==> src/nrmc_pkg.sv <==
// shared constants, types and helpers for the rmc sentence parser
`timescale 1ns / 1ps

package nrmc_pkg;

  localparam int CHAR_W = 8;
  localparam int ACC_W  = 32;
  localparam int CNT_W  = 4;
  localparam int LAT_W  = 27;
  localparam int LON_W  = 28;
  localparam int HDG_W  = 9;
  localparam int SPD_W  = 16;

  // characters of interest
  localparam logic [CHAR_W-1:0] CHAR_DOLLAR = 8'h24;
  localparam logic [CHAR_W-1:0] CHAR_COMMA  = 8'h2C;
  localparam logic [CHAR_W-1:0] CHAR_DOT    = 8'h2E;
  localparam logic [CHAR_W-1:0] CHAR_ZERO   = 8'h30;
  localparam logic [CHAR_W-1:0] CHAR_A      = 8'h41;
  localparam logic [CHAR_W-1:0] CHAR_V      = 8'h56;

  // comma counts that select a field
  localparam logic [CNT_W-1:0] CNT_FIX     = 4'd2;
  localparam logic [CNT_W-1:0] CNT_LAT     = 4'd3;
  localparam logic [CNT_W-1:0] CNT_LAT_END = 4'd4;
  localparam logic [CNT_W-1:0] CNT_LON     = 4'd5;
  localparam logic [CNT_W-1:0] CNT_LON_END = 4'd6;
  localparam logic [CNT_W-1:0] CNT_SPD     = 4'd7;
  localparam logic [CNT_W-1:0] CNT_HDG     = 4'd8;
  localparam logic [CNT_W-1:0] CNT_EMIT    = 4'd9;
  localparam logic [CNT_W-1:0] CNT_DONE    = 4'd10;
  localparam logic [CNT_W-1:0] CNT_MAX     = 4'd15;

  localparam logic [LAT_W-1:0] LAT_MAX_UDEG = 27'd90000000;
  localparam logic [LON_W-1:0] LON_MAX_UDEG = 28'd180000000;

  // degree split: floor(d / 1e6) = (d * DEG_MUL) >> DEG_SHIFT for 32-bit d
  localparam logic [19:0] UDEG_PER_DEG = 20'd1000000;
  localparam logic [30:0] DEG_MUL      = 31'd1125899907;
  localparam int          DEG_SHIFT    = 50;
  // floor(x / 3) = (x * DIV3_MUL) >> DIV3_SHIFT for 23-bit x
  localparam logic [22:0] DIV3_MUL     = 23'd5592406;
  localparam int          DIV3_SHIFT   = 24;

  // heading: digits at or above this give the saturated value
  localparam logic [ACC_W-1:0] HDG_SAT_DIGITS = 32'd3590;
  localparam logic [HDG_W-1:0] HDG_MAX_DEG    = 9'd359;
  localparam logic [HDG_W-1:0] FULL_TURN_DEG  = 9'd360;
  // floor(h / 10) = (h * DIV10_MUL) >> DIV10_SHIFT for 12-bit h
  localparam logic [11:0] DIV10_MUL   = 12'd3277;
  localparam int          DIV10_SHIFT = 15;

  // speed: knots*10 * 1852 / 36000 = s * 463 / 9000
  localparam logic [ACC_W-1:0] SPD_SAT_DIGITS = 32'd1273918;
  localparam logic [SPD_W-1:0] SPD_MAX        = 16'hFFFF;
  localparam logic [8:0]       SPD_NUM        = 9'd463;
  // floor(p / 9000) = (p * DIV9K_MUL) >> DIV9K_SHIFT for 30-bit p
  localparam logic [30:0]      DIV9K_MUL      = 31'd1954687339;
  localparam int               DIV9K_SHIFT    = 44;

  typedef struct packed {
    logic             vld;
    logic             lon;
    logic [ACC_W-1:0] digits;
  } conv_req_t;

  // one numeric field step: comma clears, dot is skipped, else acc*10 + (c - '0')
  function automatic logic [ACC_W-1:0] acc_next(input logic [ACC_W-1:0] acc,
                                                input logic [CHAR_W-1:0] ch);
    logic [ACC_W-1:0] scaled;
    logic [ACC_W-1:0] res;
    scaled = (acc << 3) + (acc << 1);
    priority if (ch == CHAR_COMMA) begin
      res = '0;
    end else if (ch == CHAR_DOT) begin
      res = acc;
    end else begin
      res = scaled + {{(ACC_W-CHAR_W){1'b0}}, ch} - {{(ACC_W-CHAR_W){1'b0}}, CHAR_ZERO};
    end
    return res;
  endfunction

endpackage

==> src/nrmc_conv.sv <==
// pipelined ddmm.mmmm to microdegree conversion, holds latitude and longitude
`timescale 1ns / 1ps

module nrmc_conv
  import nrmc_pkg::*;
(
  input  logic             clk,
  input  logic             rst_n,
  input  conv_req_t        req,
  output logic [LAT_W-1:0] lat_value,
  output logic [LON_W-1:0] lon_value
);

  logic             v1_r, v2_r, v3_r, v4_r;
  logic             lon1_r, lon2_r, lon3_r, lon4_r;
  logic [ACC_W-1:0] d1_r, d2_r;
  logic [12:0]      q2_r;
  logic [ACC_W-1:0] base3_r, base4_r;
  logic [19:0]      rem3_r;
  logic [20:0]      frac4_r;
  logic [LAT_W-1:0] lat_value_r, lat_value_nxt;
  logic [LON_W-1:0] lon_value_r, lon_value_nxt;

  logic [62:0]      prod;
  logic [32:0]      base_full;
  logic [ACC_W-1:0] rem_full;
  logic [22:0]      x5;
  logic [45:0]      t3;
  logic [32:0]      sum;

  assign prod      = {31'd0, d1_r} * {32'd0, DEG_MUL};
  assign base_full = {20'd0, q2_r} * {13'd0, UDEG_PER_DEG};
  assign rem_full  = d2_r - base_full[ACC_W-1:0];
  assign x5        = {1'b0, rem3_r, 2'b00} + {3'd0, rem3_r};
  assign t3        = {23'd0, x5} * {23'd0, DIV3_MUL};
  assign sum       = {1'b0, base4_r} + {12'd0, frac4_r};

  always_comb begin
    lat_value_nxt = lat_value_r;
    lon_value_nxt = lon_value_r;
    if (v4_r && !lon4_r) begin
      lat_value_nxt = (sum > {6'd0, LAT_MAX_UDEG}) ? LAT_MAX_UDEG : sum[LAT_W-1:0];
    end
    if (v4_r && lon4_r) begin
      lon_value_nxt = (sum > {5'd0, LON_MAX_UDEG}) ? LON_MAX_UDEG : sum[LON_W-1:0];
    end
  end

  always_ff @(posedge clk) begin
    if (!rst_n) begin
      v1_r <= 1'b0;
      v2_r <= 1'b0;
      v3_r <= 1'b0;
      v4_r <= 1'b0;
      lat_value_r <= '0;
      lon_value_r <= '0;
    end else begin
      v1_r <= req.vld;
      v2_r <= v1_r;
      v3_r <= v2_r;
      v4_r <= v3_r;
      lat_value_r <= lat_value_nxt;
      lon_value_r <= lon_value_nxt;
    end
  end

  always_ff @(posedge clk) begin
    lon1_r  <= req.lon;
    d1_r    <= req.digits;
    lon2_r  <= lon1_r;
    d2_r    <= d1_r;
    q2_r    <= prod[62:DEG_SHIFT];
    lon3_r  <= lon2_r;
    base3_r <= base_full[ACC_W-1:0];
    rem3_r  <= rem_full[19:0];
    lon4_r  <= lon3_r;
    base4_r <= base3_r;
    frac4_r <= t3[DIV3_SHIFT+20:DIV3_SHIFT];
  end

  // stored position, including a conversion written at this edge
  assign lat_value = lat_value_nxt;
  assign lon_value = lon_value_nxt;

endmodule

==> src/nmea_rmc_sentence_parser.sv <==
// top level: rmc character parser with result pipeline
`timescale 1ns / 1ps

// Usage
// The input channel takes one ASCII character per word (in_valid, in_stall,
// in_char_in). A '$' starts a sentence; commas select the fields. On the
// ninth comma of a sentence with fix 'A' one result word leaves on the
// output channel (out_valid, out_stall): latitude and longitude in
// microdegrees, heading and angle to north in degrees, speed in m/s.
// Throughput: one character per clock cycle while in_stall is low. Each
// character goes through an input register and is applied to the parser
// state once the first result stage is ready. After the ninth comma is
// accepted, the result word passes the input register and then the three
// result stages, which carry the speed and heading scaling, to out_valid.
// Position conversion runs in a separate unit; the second result stage
// takes the position as that unit writes it, in time even when the
// longitude is followed by three bare commas.
// Reset clears the comma count, fix flag, accumulators and stored
// position, and empties all stages. While out_stall is high the output
// word holds; the three result stages and the input register fill up and
// in_stall rises only when all of them are occupied.
module nmea_rmc_sentence_parser
  import nrmc_pkg::*;
(
  input  logic              clk,
  input  logic              rst_n,
  input  logic              in_valid,
  output logic              in_stall,
  input  logic [CHAR_W-1:0] in_char_in,
  output logic              out_valid,
  input  logic              out_stall,
  output logic [LAT_W-1:0]  out_latitude_udeg,
  output logic [LON_W-1:0]  out_longitude_udeg,
  output logic [HDG_W-1:0]  out_heading_deg,
  output logic [HDG_W-1:0]  out_north_angle_deg,
  output logic [SPD_W-1:0]  out_speed_mps
);

  // input register
  logic              v0_r;
  logic [CHAR_W-1:0] char0_r;

  // parser state
  logic [CNT_W-1:0]  cnt_r, cnt_nxt;
  logic              fix_r, fix_nxt;
  logic [ACC_W-1:0]  lat_dig_r, lat_dig_nxt;
  logic [ACC_W-1:0]  lon_dig_r, lon_dig_nxt;
  logic [ACC_W-1:0]  spd_dig_r, spd_dig_nxt;
  logic [ACC_W-1:0]  hdg_dig_r, hdg_dig_nxt;

  // result stages
  logic              v1_r, v2_r, v3_r;
  logic [LAT_W-1:0]  lat2_r, lat3_r;
  logic [LON_W-1:0]  lon2_r, lon3_r;
  logic              hsat1_r;
  logic [11:0]       h1_r;
  logic              ssat1_r, ssat2_r;
  logic [20:0]       s1_r;
  logic [HDG_W-1:0]  hdg2_r, hdg3_r;
  logic [HDG_W-1:0]  north2_r, north3_r;
  logic [29:0]       p2_r;
  logic [SPD_W-1:0]  spd3_r;

  logic              ready1, ready2, ready3;
  logic              proc, emit, in_fire;
  logic [CNT_W-1:0]  cnt_new;
  logic [ACC_W-1:0]  acc_in;
  conv_req_t         conv_req;
  logic [LAT_W-1:0]  lat_value;
  logic [LON_W-1:0]  lon_value;
  logic [23:0]       hprod;
  logic [HDG_W-1:0]  hdg_div;
  logic [60:0]       sprod;

  assign ready3   = !v3_r || !out_stall;
  assign ready2   = !v2_r || ready3;
  assign ready1   = !v1_r || ready2;
  assign proc     = v0_r && ready1;
  assign in_stall = v0_r && !ready1;
  assign in_fire  = in_valid && !in_stall;

  always_ff @(posedge clk) begin
    if (!rst_n) begin
      v0_r <= 1'b0;
    end else if (!in_stall) begin
      v0_r <= in_valid;
    end
  end

  always_ff @(posedge clk) begin
    if (in_fire) begin
      char0_r <= in_char_in;
    end
  end

  // comma count first, then the field the new count selects
  always_comb begin
    priority if (char0_r == CHAR_DOLLAR) begin
      cnt_new = '0;
    end else if (char0_r == CHAR_COMMA && cnt_r != CNT_MAX) begin
      cnt_new = cnt_r + 1'b1;
    end else begin
      cnt_new = cnt_r;
    end
  end

  always_comb begin
    acc_in      = '0;
    fix_nxt     = fix_r;
    lat_dig_nxt = lat_dig_r;
    lon_dig_nxt = lon_dig_r;
    spd_dig_nxt = spd_dig_r;
    hdg_dig_nxt = hdg_dig_r;
    conv_req    = '{vld: 1'b0, lon: 1'b0, digits: lat_dig_r};
    unique case (cnt_new)
      CNT_FIX: begin
        if (char0_r == CHAR_A) begin
          fix_nxt = 1'b1;
        end else if (char0_r == CHAR_V) begin
          fix_nxt = 1'b0;
        end
      end
      CNT_LAT: begin
        acc_in      = lat_dig_r;
        lat_dig_nxt = acc_next(acc_in, char0_r);
      end
      CNT_LAT_END: begin
        conv_req.vld = proc && (char0_r == CHAR_COMMA);
      end
      CNT_LON: begin
        acc_in      = lon_dig_r;
        lon_dig_nxt = acc_next(acc_in, char0_r);
      end
      CNT_LON_END: begin
        conv_req = '{vld: proc && (char0_r == CHAR_COMMA), lon: 1'b1, digits: lon_dig_r};
      end
      CNT_SPD: begin
        acc_in      = spd_dig_r;
        spd_dig_nxt = acc_next(acc_in, char0_r);
      end
      CNT_HDG: begin
        acc_in      = hdg_dig_r;
        hdg_dig_nxt = acc_next(acc_in, char0_r);
      end
      default: begin
      end
    endcase
    emit    = (cnt_new == CNT_EMIT) && fix_r;
    cnt_nxt = emit ? CNT_DONE : cnt_new;
  end

  always_ff @(posedge clk) begin
    if (!rst_n) begin
      cnt_r     <= '0;
      fix_r     <= 1'b0;
      lat_dig_r <= '0;
      lon_dig_r <= '0;
      spd_dig_r <= '0;
      hdg_dig_r <= '0;
    end else if (proc) begin
      cnt_r     <= cnt_nxt;
      fix_r     <= fix_nxt;
      lat_dig_r <= lat_dig_nxt;
      lon_dig_r <= lon_dig_nxt;
      spd_dig_r <= spd_dig_nxt;
      hdg_dig_r <= hdg_dig_nxt;
    end
  end

  nrmc_conv u_conv (
    .clk       (clk),
    .rst_n     (rst_n),
    .req       (conv_req),
    .lat_value (lat_value),
    .lon_value (lon_value)
  );

  // result stage valids
  always_ff @(posedge clk) begin
    if (!rst_n) begin
      v1_r <= 1'b0;
      v2_r <= 1'b0;
      v3_r <= 1'b0;
    end else begin
      if (ready1) begin
        v1_r <= proc && emit;
      end
      if (ready2) begin
        v2_r <= v1_r;
      end
      if (ready3) begin
        v3_r <= v2_r;
      end
    end
  end

  assign hprod   = {12'd0, h1_r} * {12'd0, DIV10_MUL};
  assign hdg_div = hprod[DIV10_SHIFT+HDG_W-1:DIV10_SHIFT];
  assign sprod   = {31'd0, p2_r} * {30'd0, DIV9K_MUL};

  always_ff @(posedge clk) begin
    if (ready1 && proc && emit) begin
      hsat1_r <= hdg_dig_r >= HDG_SAT_DIGITS;
      h1_r    <= hdg_dig_r[11:0];
      ssat1_r <= spd_dig_r >= SPD_SAT_DIGITS;
      s1_r    <= spd_dig_r[20:0];
    end
    // position is taken here: a longitude conversion still in flight at the
    // ninth comma is written no later than this stage loads
    if (ready2 && v1_r) begin
      lat2_r   <= lat_value;
      lon2_r   <= lon_value;
      hdg2_r   <= hsat1_r ? HDG_MAX_DEG : hdg_div;
      north2_r <= FULL_TURN_DEG - (hsat1_r ? HDG_MAX_DEG : hdg_div);
      ssat2_r  <= ssat1_r;
      p2_r     <= {9'd0, s1_r} * {21'd0, SPD_NUM};
    end
    if (ready3 && v2_r) begin
      lat3_r   <= lat2_r;
      lon3_r   <= lon2_r;
      hdg3_r   <= hdg2_r;
      north3_r <= north2_r;
      spd3_r   <= ssat2_r ? SPD_MAX : sprod[DIV9K_SHIFT+SPD_W-1:DIV9K_SHIFT];
    end
  end

  assign out_valid           = v3_r;
  assign out_latitude_udeg   = lat3_r;
  assign out_longitude_udeg  = lon3_r;
  assign out_heading_deg     = hdg3_r;
  assign out_north_angle_deg = north3_r;
  assign out_speed_mps       = spd3_r;

`ifndef NO_ASSERTIONS
  // heading and angle to north always add up to a full turn
  a_north_sum: assert property (@(posedge clk) disable iff (!rst_n)
    out_valid |-> ({1'b0, out_heading_deg} + {1'b0, out_north_angle_deg}) ==
                  {1'b0, FULL_TURN_DEG})
    else $error("heading and north angle do not sum to 360");

  a_lat_range: assert property (@(posedge clk) disable iff (!rst_n)
    out_valid |-> (out_latitude_udeg <= LAT_MAX_UDEG) && (out_heading_deg <= HDG_MAX_DEG))
    else $error("latitude or heading out of range");

  // input is held back only while the input register waits on a full pipe
  a_stall_cause: assert property (@(posedge clk) disable iff (!rst_n)
    in_stall |-> v0_r && v1_r && v2_r && v3_r && out_stall)
    else $error("input stalled with room in the result pipe");

  // an emitted sentence moves the count past the ninth comma
  a_emit_count: assert property (@(posedge clk) disable iff (!rst_n)
    proc && emit |=> cnt_r == CNT_DONE)
    else $error("count not advanced after emission");
`endif

endmodule
==> config.mk <==
export PLATFORM = sky130hd
export DESIGN_NAME = nmea_rmc_sentence_parser
export DESIGN_NICKNAME = d
export VERILOG_FILES = /design/src/nrmc_pkg.sv /design/src/nrmc_conv.sv /design/src/nmea_rmc_sentence_parser.sv
export SDC_FILE = /design/constraint.sdc
export NUM_CORES = 2
export LEC_CHECK = 0
export BUFFER_PORTS_ARGS = -buffer_cell sky130_fd_sc_hd__buf_2
export CAP_MARGIN = 5
export CORE_ASPECT_RATIO = 1.2
export CORE_MARGIN = 8
export CORE_UTILIZATION = 53
export CTS_BUF_LIST = sky130_fd_sc_hd__clkbuf_4 sky130_fd_sc_hd__clkbuf_8 sky130_fd_sc_hd__clkbuf_16
export CTS_CLUSTER_SIZE = 12
export DETAILED_ROUTE_END_ITERATION = 12
export PLACE_DENSITY_LB_ADDON = 0.15
export SLEW_MARGIN = 15
export SYNTH_ARGS = -nofsm -noshare
export SYNTH_HDL_FRONTEND = slang
export SYNTH_SLANG_ARGS = --single-unit
==> constraint.sdc <==
create_clock -name clk -period 14.7 [get_ports clk]
set_input_delay 1.47 -clock clk [delete_from_list [all_inputs] [get_ports clk]]
set_output_delay 1.47 -clock clk [all_outputs]
set_load 0.02 [all_outputs]
### Word level (Yosys, flattened, before mapping)

Index checks and enable logic that the tools add are counted.

* flip-flop bits (word level): 594
* latch bits: 0
* bits in writable memories: 0
* ROM bits: 0
* bits of input ports: 12
* output and inout port bits: 91
* logic and storage cells: 135
* memories: 0

* $add $sub $neg: 17
* $mul: 6
* div/mod/pow operators: 0
* $lt $le $gt $ge: 4
* equality and inequality tests: 15
* shift-type cells: 0
* multiplexer cells: 19
* bitwise operators: 0
* reduce and logical (&&, ||, !) cells: 31

Operators with widths (count)
* 32-bit two-way mux: 8
* 32-bit adder: 4
* 32-bit by 8-bit adder with 32-bit output: 4
* 32-bit by 6-bit subtractor with 32-bit output (second input constant): 4
* 32-bit by 31-bit multiplier with 63-bit output (second input constant): 1
* 30-bit by 31-bit multiplier with 60-bit output (second input constant): 1
* 28-bit two-way mux: 2
* 27-bit two-way mux: 2
* 23-bit by 22-bit multiplier with 44-bit output (second input constant): 1
* 32-bit by 21-bit adder with 33-bit output: 1
* 33-bit by 27-bit greater-than comparator with 1-bit output (second input constant): 1
* 33-bit by 28-bit greater-than comparator with 1-bit output (second input constant): 1
* 33-bit two-way mux: 1
* 32-bit by 12-bit greater-or-equal comparator with 1-bit output (second input constant): 1
* 32-bit by 21-bit greater-or-equal comparator with 1-bit output (second input constant): 1
* 21-bit by 9-bit multiplier with 30-bit output (second input constant): 1
* 13-bit by 14-bit multiplier with 26-bit output (second input constant): 1
* 8-bit by 6-bit equality test with 1-bit output (second input constant): 3
* 12-bit by 12-bit multiplier with 24-bit output (second input constant): 1
* 22-bit by 20-bit adder with 23-bit output: 1
* 20-bit subtractor: 1
* 4-bit by 3-bit equality test with 1-bit output (second input constant): 4
* 8-bit by 7-bit equality test with 1-bit output (second input constant): 2
* 3-bit AND reduction: 5
* other kinds (15): 40

### Longest topological paths before layout

* word-level depth: 8
* depth in mapped cells: 35
* depth with buffers taken out: 35

### Hierarchy

A second synthesis with hierarchy kept.

* cell total of the unflattened synthesis: 7651
* area, all modules: 77186.5 um2

Modules (own cells, without submodules)
* nmea_rmc_sentence_parser: times used 1, cells an instance 4305, area an instance 42771.0 um2, sequential area each 9769.4 um2
* nrmc_conv: times used 1, cells an instance 3346, area an instance 34415.5 um2, sequential area each 4424.2 um2

### Worst setup path after synthesis

OpenSTA, ideal clock, no wires.

* path kind: in2reg
* from: input out_stall
* to: register hdg3_r[0], in the netlist out_heading_deg[0] (enable)
* setup time: 0.668 ns
* arrival time: 7.858 ns
* data required time: 14.032 ns
* slack: 6.174 ns
* cell stages on the path: 1
* buffers on the path: 0
* cells stage by stage: a21boi_0

* cells in the longest elaborated chain, start to end: 3

Ends and longest elaborated chain
* start: declaration: RTL line nmea_rmc_sentence_parser.sv:31 `input logic out_stall,`
* 1-bit logical NOT: RTL line nmea_rmc_sentence_parser.sv:75 `assign ready3 = !v3_r || !out_stall;`
* 1-bit logical OR: RTL line nmea_rmc_sentence_parser.sv:75
* 1-bit logical AND: RTL line nmea_rmc_sentence_parser.sv:218 `if (ready3 && v2_r) begin`
* end signal: assignment: RTL line nmea_rmc_sentence_parser.sv:221 `hdg3_r <= hdg2_r;`
* end: declaration: RTL line nmea_rmc_sentence_parser.sv:59 `logic [HDG_W-1:0] hdg2_r, hdg3_r;`

No other way between the ends.
A chain may end at the register's enable or synchronous reset.

### Final worst setup path

* from: register u_conv.rem3_r[0]
* to: register u_conv.frac4_r[20]

* cells in the longest elaborated chain, start to end: 2

Ends and longest elaborated chain
* start: declaration: RTL line nrmc_conv.sv:19 `logic [19:0] rem3_r;`
* start signal: assignment: RTL line nrmc_conv.sv:75 `rem3_r <= rem_full[19:0];`
* 22-bit by 20-bit adder with 23-bit output: RTL line nrmc_conv.sv:34 `assign x5 = {1'b0, rem3_r, 2'b00} + {3'd0, rem3_r};`
* 23-bit by 22-bit multiplier with 44-bit output: RTL line nrmc_conv.sv:35 `assign t3 = {23'd0, x5} * {23'd0, DIV3_MUL};`
* named net u_conv.t3[44]: RTL line nrmc_conv.sv:28 `logic [45:0] t3;`
* end signal: assignment: RTL line nrmc_conv.sv:78 `frac4_r <= t3[DIV3_SHIFT+20:DIV3_SHIFT];`
* end: declaration: RTL line nrmc_conv.sv:20 `logic [20:0] frac4_r;`

The timed path passes the listed nets, and every way through them passes these cells.

==> summary.md <==
| Metric | Value |
|---|---|
| Status | `finished, final reports clean` |
| Startpoint Class | `register` |
| Post-synthesis sequential area ratio | `18.71%` |
| Core Footprint | `0.1426 mm^2` |
| Crit-path max FO | `9` |
| CTS tree | `yes` |
| Worst slew margin | `15.92%` |
| Top FF cell, synth | `dfxtp_1` |
| DIE WIDTH | `361.4 um` |
| Crit path DAT | `10.15 ns` |
| NumNets Final | `10,160` |
| Top cells by area, synth | `fa_1, ha_1, dfxtp_1` |
| RSZ-0062 raised after global routing | `no` |
| Ys Warns | `0` |
| Clk Latency, worst-skew pair | `0.67 ns` |
| Row count | `152` |
| Die ar. | `0.1556 mm^2` |
| MaxCap Viol Count | `0` |
| Leak | `43.29 nW` |
| VDD IR max | `0.00008621 V` |
| Area leader, netlist | `fa_1` |
| Clk_skew | `0.03683 ns` |
| Initial antenna violation count | `3` |
| Mean post-synth cell area | `10.23 um^2` |
| Post-synth EDFFs | `234` |
| Critical setup path kind | `reg -> reg` |
| Final hold viol count | `0` |
| Synth-to-Final Area Change | `6.795%` |
| I/O Buffers | `102` |
| Slew Viols, Final | `0` |
| H-Tree Depth | `3` |
| DRC | `0` |
| Vias in the first global route | `54,270` |
| Slowest CP cell | `a2111oi_0` |
| DR vias | `50,520` |
| Seq cells post-synth | `592` |
| First-pass GRT wire length | `292,700 um` |
| Net Count, Synth | `10,040` |
| Slew at the pin closest to its max-slew limit | `1.252 ns` |
| Post-route ant nets | `0` |
| Vias per inst | `5.352` |
| Type of the tightest min-delay check | `reg -> reg` |
| Yosys cell types | `86` |
| Wire length per cell | `19.05 um` |
| P per Cell Area | `47.21 mW/mm^2` |
| Area of the mapped netlist | `0.07586 mm^2` |
| Crit share post-route | `65.32%` |
| Clock sink total | `592` |
| CP endpoint kind | `register` |
| Clock transition at the registers of the reported paths | `0.06 ns` |
| Post-synthesis cell count | `7,416` |
| Ports | `103` |
| DR pass1 iterations | `6` |
| Total CTS buffers | `69` |
| CP most frequent cell | `fa_1` |
| Setup repair bufs after CTS | `0` |
| Final setup fails | `0` |
| TNS Setup | `0 ns` |
| GPL Wtd Cong | `0.9374` |
| Post-cts sizing count | `0` |
| Clock root cell | `clkbuf_16` |
| Async set or reset register ratio after synthesis | `0%` |
| Final min period | `9.601 ns` |
| Hpwl dp | `152,900 um` |
| Share of layout cells above drive strength 1 | `4.241%` |
| # hold bufs at CTS | `0` |
| Ant diodes | `0` |
| Largest net degree at the start of global routing | `81` |
| Worst EP required | `15.25 ns` |
| Peak Freq | `104.2 MHz` |
| Fin util | `56.80%` |
| GRT Util Overall | `23.59%` |
| Die height | `430.5 um` |
| Clock tree buffer depth | `3` |
| Initial Utilization | `53.19%` |
| Fillers | `12,690` |
| Global route overflow | `0` |
| Initial DRC count | `2,361` |
| Detailed Route WL | `179,800 um` |
| Worst stage delay on the critical path | `0.73 ns` |
| Yosys top cell area share | `27.95%` |
==> cell type report <==
cell class                      count  area, um^2  share of cell area (%)
Inverter                         1899        7131                   8.801
Tap cell                         1848        2312                   2.854
Clock inverter                     26       349.1                  0.4309
Timing Repair Buffer              136       765.7                  0.9451
Multi-Input combinational cell   4839       54230                   66.94
Clock buffer                      100        2033                   2.510
Sequential cell                   592       14190                   17.52
==> routing by layer <==
| metal | routed length [um] | track usage, % | share of wire, % |
|---|---|---|---|
| met1 | 76870 | 30.04 | 43 |
| met2 | 90730 | 42.14 | 50 |
| met3 | 6412 | 2.471 | 3.6 |
| met4 | 5822 | 7.310 | 3.2 |
| met5 | 0 | 0 | 0 |
==> power by group <==
| part | total, mW | internal, mW | switching [mW] |
|---|---|---|---|
| Combinational | 0.312 | 0.125 | 0.187 |
| Sequential | 1.72 | 1.71 | 0.0127 |
| Clock | 1.79 | 1.06 | 0.732 |
| Total | 3.82 | 2.89 | 0.932 |
==> registers in the layout, indices dropped and copies added (netlist names), 27 cells and up <==
signal and count:
hdg_dig_r 32, lat2_r 27, lat_dig_r 32, lon2_r 28, lon_dig_r 32, out_latitude_udeg 27, out_longitude_udeg 28, p2_r 30
spd_dig_r 32, u_conv.d1_r 32, u_conv.lat_value_r 27, u_conv.lon_value_r 28
==> placed cells by master (no fill, tap or decap), types with 12 or more instances in the layout <==
| master | n |
|---|---|
| a22o_1 | 22 |
| nand2b_1 | 41 |
| fa_1 | 1059 |
| dfxtp_1 | 358 |
| nand3_1 | 81 |
| inv_1 | 1897 |
| a21o_1 | 101 |
| nor4_1 | 30 |
| o31ai_1 | 12 |
| or2_2 | 15 |
| xor2_1 | 79 |
| o21ai_0 | 168 |
| nand2_1 | 203 |
| ha_1 | 1551 |
| nor2_1 | 312 |
| clkbuf_4 | 21 |
| buf_2 | 102 |
| nor2b_1 | 41 |
| or3_1 | 12 |
| a32o_1 | 24 |
| edfxtp_1 | 234 |
| and3_1 | 38 |
| o21bai_1 | 17 |
| nor3_1 | 99 |
| a211oi_1 | 42 |
| o211ai_1 | 17 |
| nand4_1 | 37 |
| and2_1 | 31 |
| o41ai_1 | 12 |
| o21a_1 | 42 |
| a21oi_1 | 291 |
| o2111ai_1 | 14 |
| a31oi_1 | 32 |
| a22oi_1 | 51 |
| xnor2_1 | 192 |
| clkbuf_16 | 70 |
| buf_4 | 34 |
| a31o_2 | 17 |
==> worst max-delay path, delay by kind of cell (launching register included) <==
kind	cells	cell delay [ns]
AO/OA/AOI/OAI	13	2.76
XOR/XNOR	2	0.69
buffers and inverters	5	0.26
adder cells (fa/ha/maj)	10	4.48
flip-flops	1	0.61
AND/OR/NAND/NOR	5	0.68
==> synthesized netlist by cell type (10+ instances only) <==
cell and n:
nor4_1 30, a31oi_1 32, o211ai_1 17, or3_1 12
a21oi_1 291, nor2_1 314, o21ai_0 168, nand3_1 82
o31ai_1 12, o21a_1 42, ha_1 1551, edfxtp_1 234
clkbuf_1 76, and3_1 38, a211oi_1 42, and2_1 31
a31o_2 17, dfxtp_1 358, or2_2 15, nand4_1 37
fa_1 1059, a32o_1 24, xor2_1 79, a22oi_1 51
nor3_1 100, nand2b_1 42, o41ai_1 12, a22o_1 22
a21o_1 101, o2111ai_1 14, a21boi_0 10, nand2_1 203
o21bai_1 17, xnor2_1 192, inv_1 1897, nor2b_1 42
==> cell families after synthesis <==
group | Yosys count | synth area share (%)
fa+ha+maj | 2610 | 53.53
simple gates | 973 | 6.097
xor+xnor | 272 | 3.150
compound gates | 975 | 8.523
flops | 592 | 18.71
mux | 9 | 0.1253
buf+inv | 1985 | 9.869
==> path summary, 6_finish.rpt <==
path / startpoint / end / slack (ns) / cells after the start
min: u_conv.base3_r[29]$_DFF_P_ / u_conv.base4_r[29]$_DFF_P_ / 0.32 / 0
max reg2reg: u_conv.rem3_r[0]$_DFF_P_ / u_conv.frac4_r[20]$_DFF_P_ / 5.10 / 35
min reg2reg: u_conv.base3_r[29]$_DFF_P_ / u_conv.base4_r[29]$_DFF_P_ / 0.32 / 0
max: u_conv.rem3_r[0]$_DFF_P_ / u_conv.frac4_r[20]$_DFF_P_ / 5.10 / 35
==> stage by stage <==
stage	instances	area, um^2	hold WS [ns]	total power [mW]	setup slack (ns)
finish	9440	81020	0.3196	3.825	5.099
detailed placement	9314	78630	0.3121	2.066	5.160
global route	9440	81020	0.3313	3.984	4.344
CTS	9440	81020	0.3198	3.878	5.086
global placement	9314	78630	0.3110	2.062	5.412
floorplan	7416	75860	0.3096	1.984	6.174
Note: power is estimated with default switching activity, not from simulation.
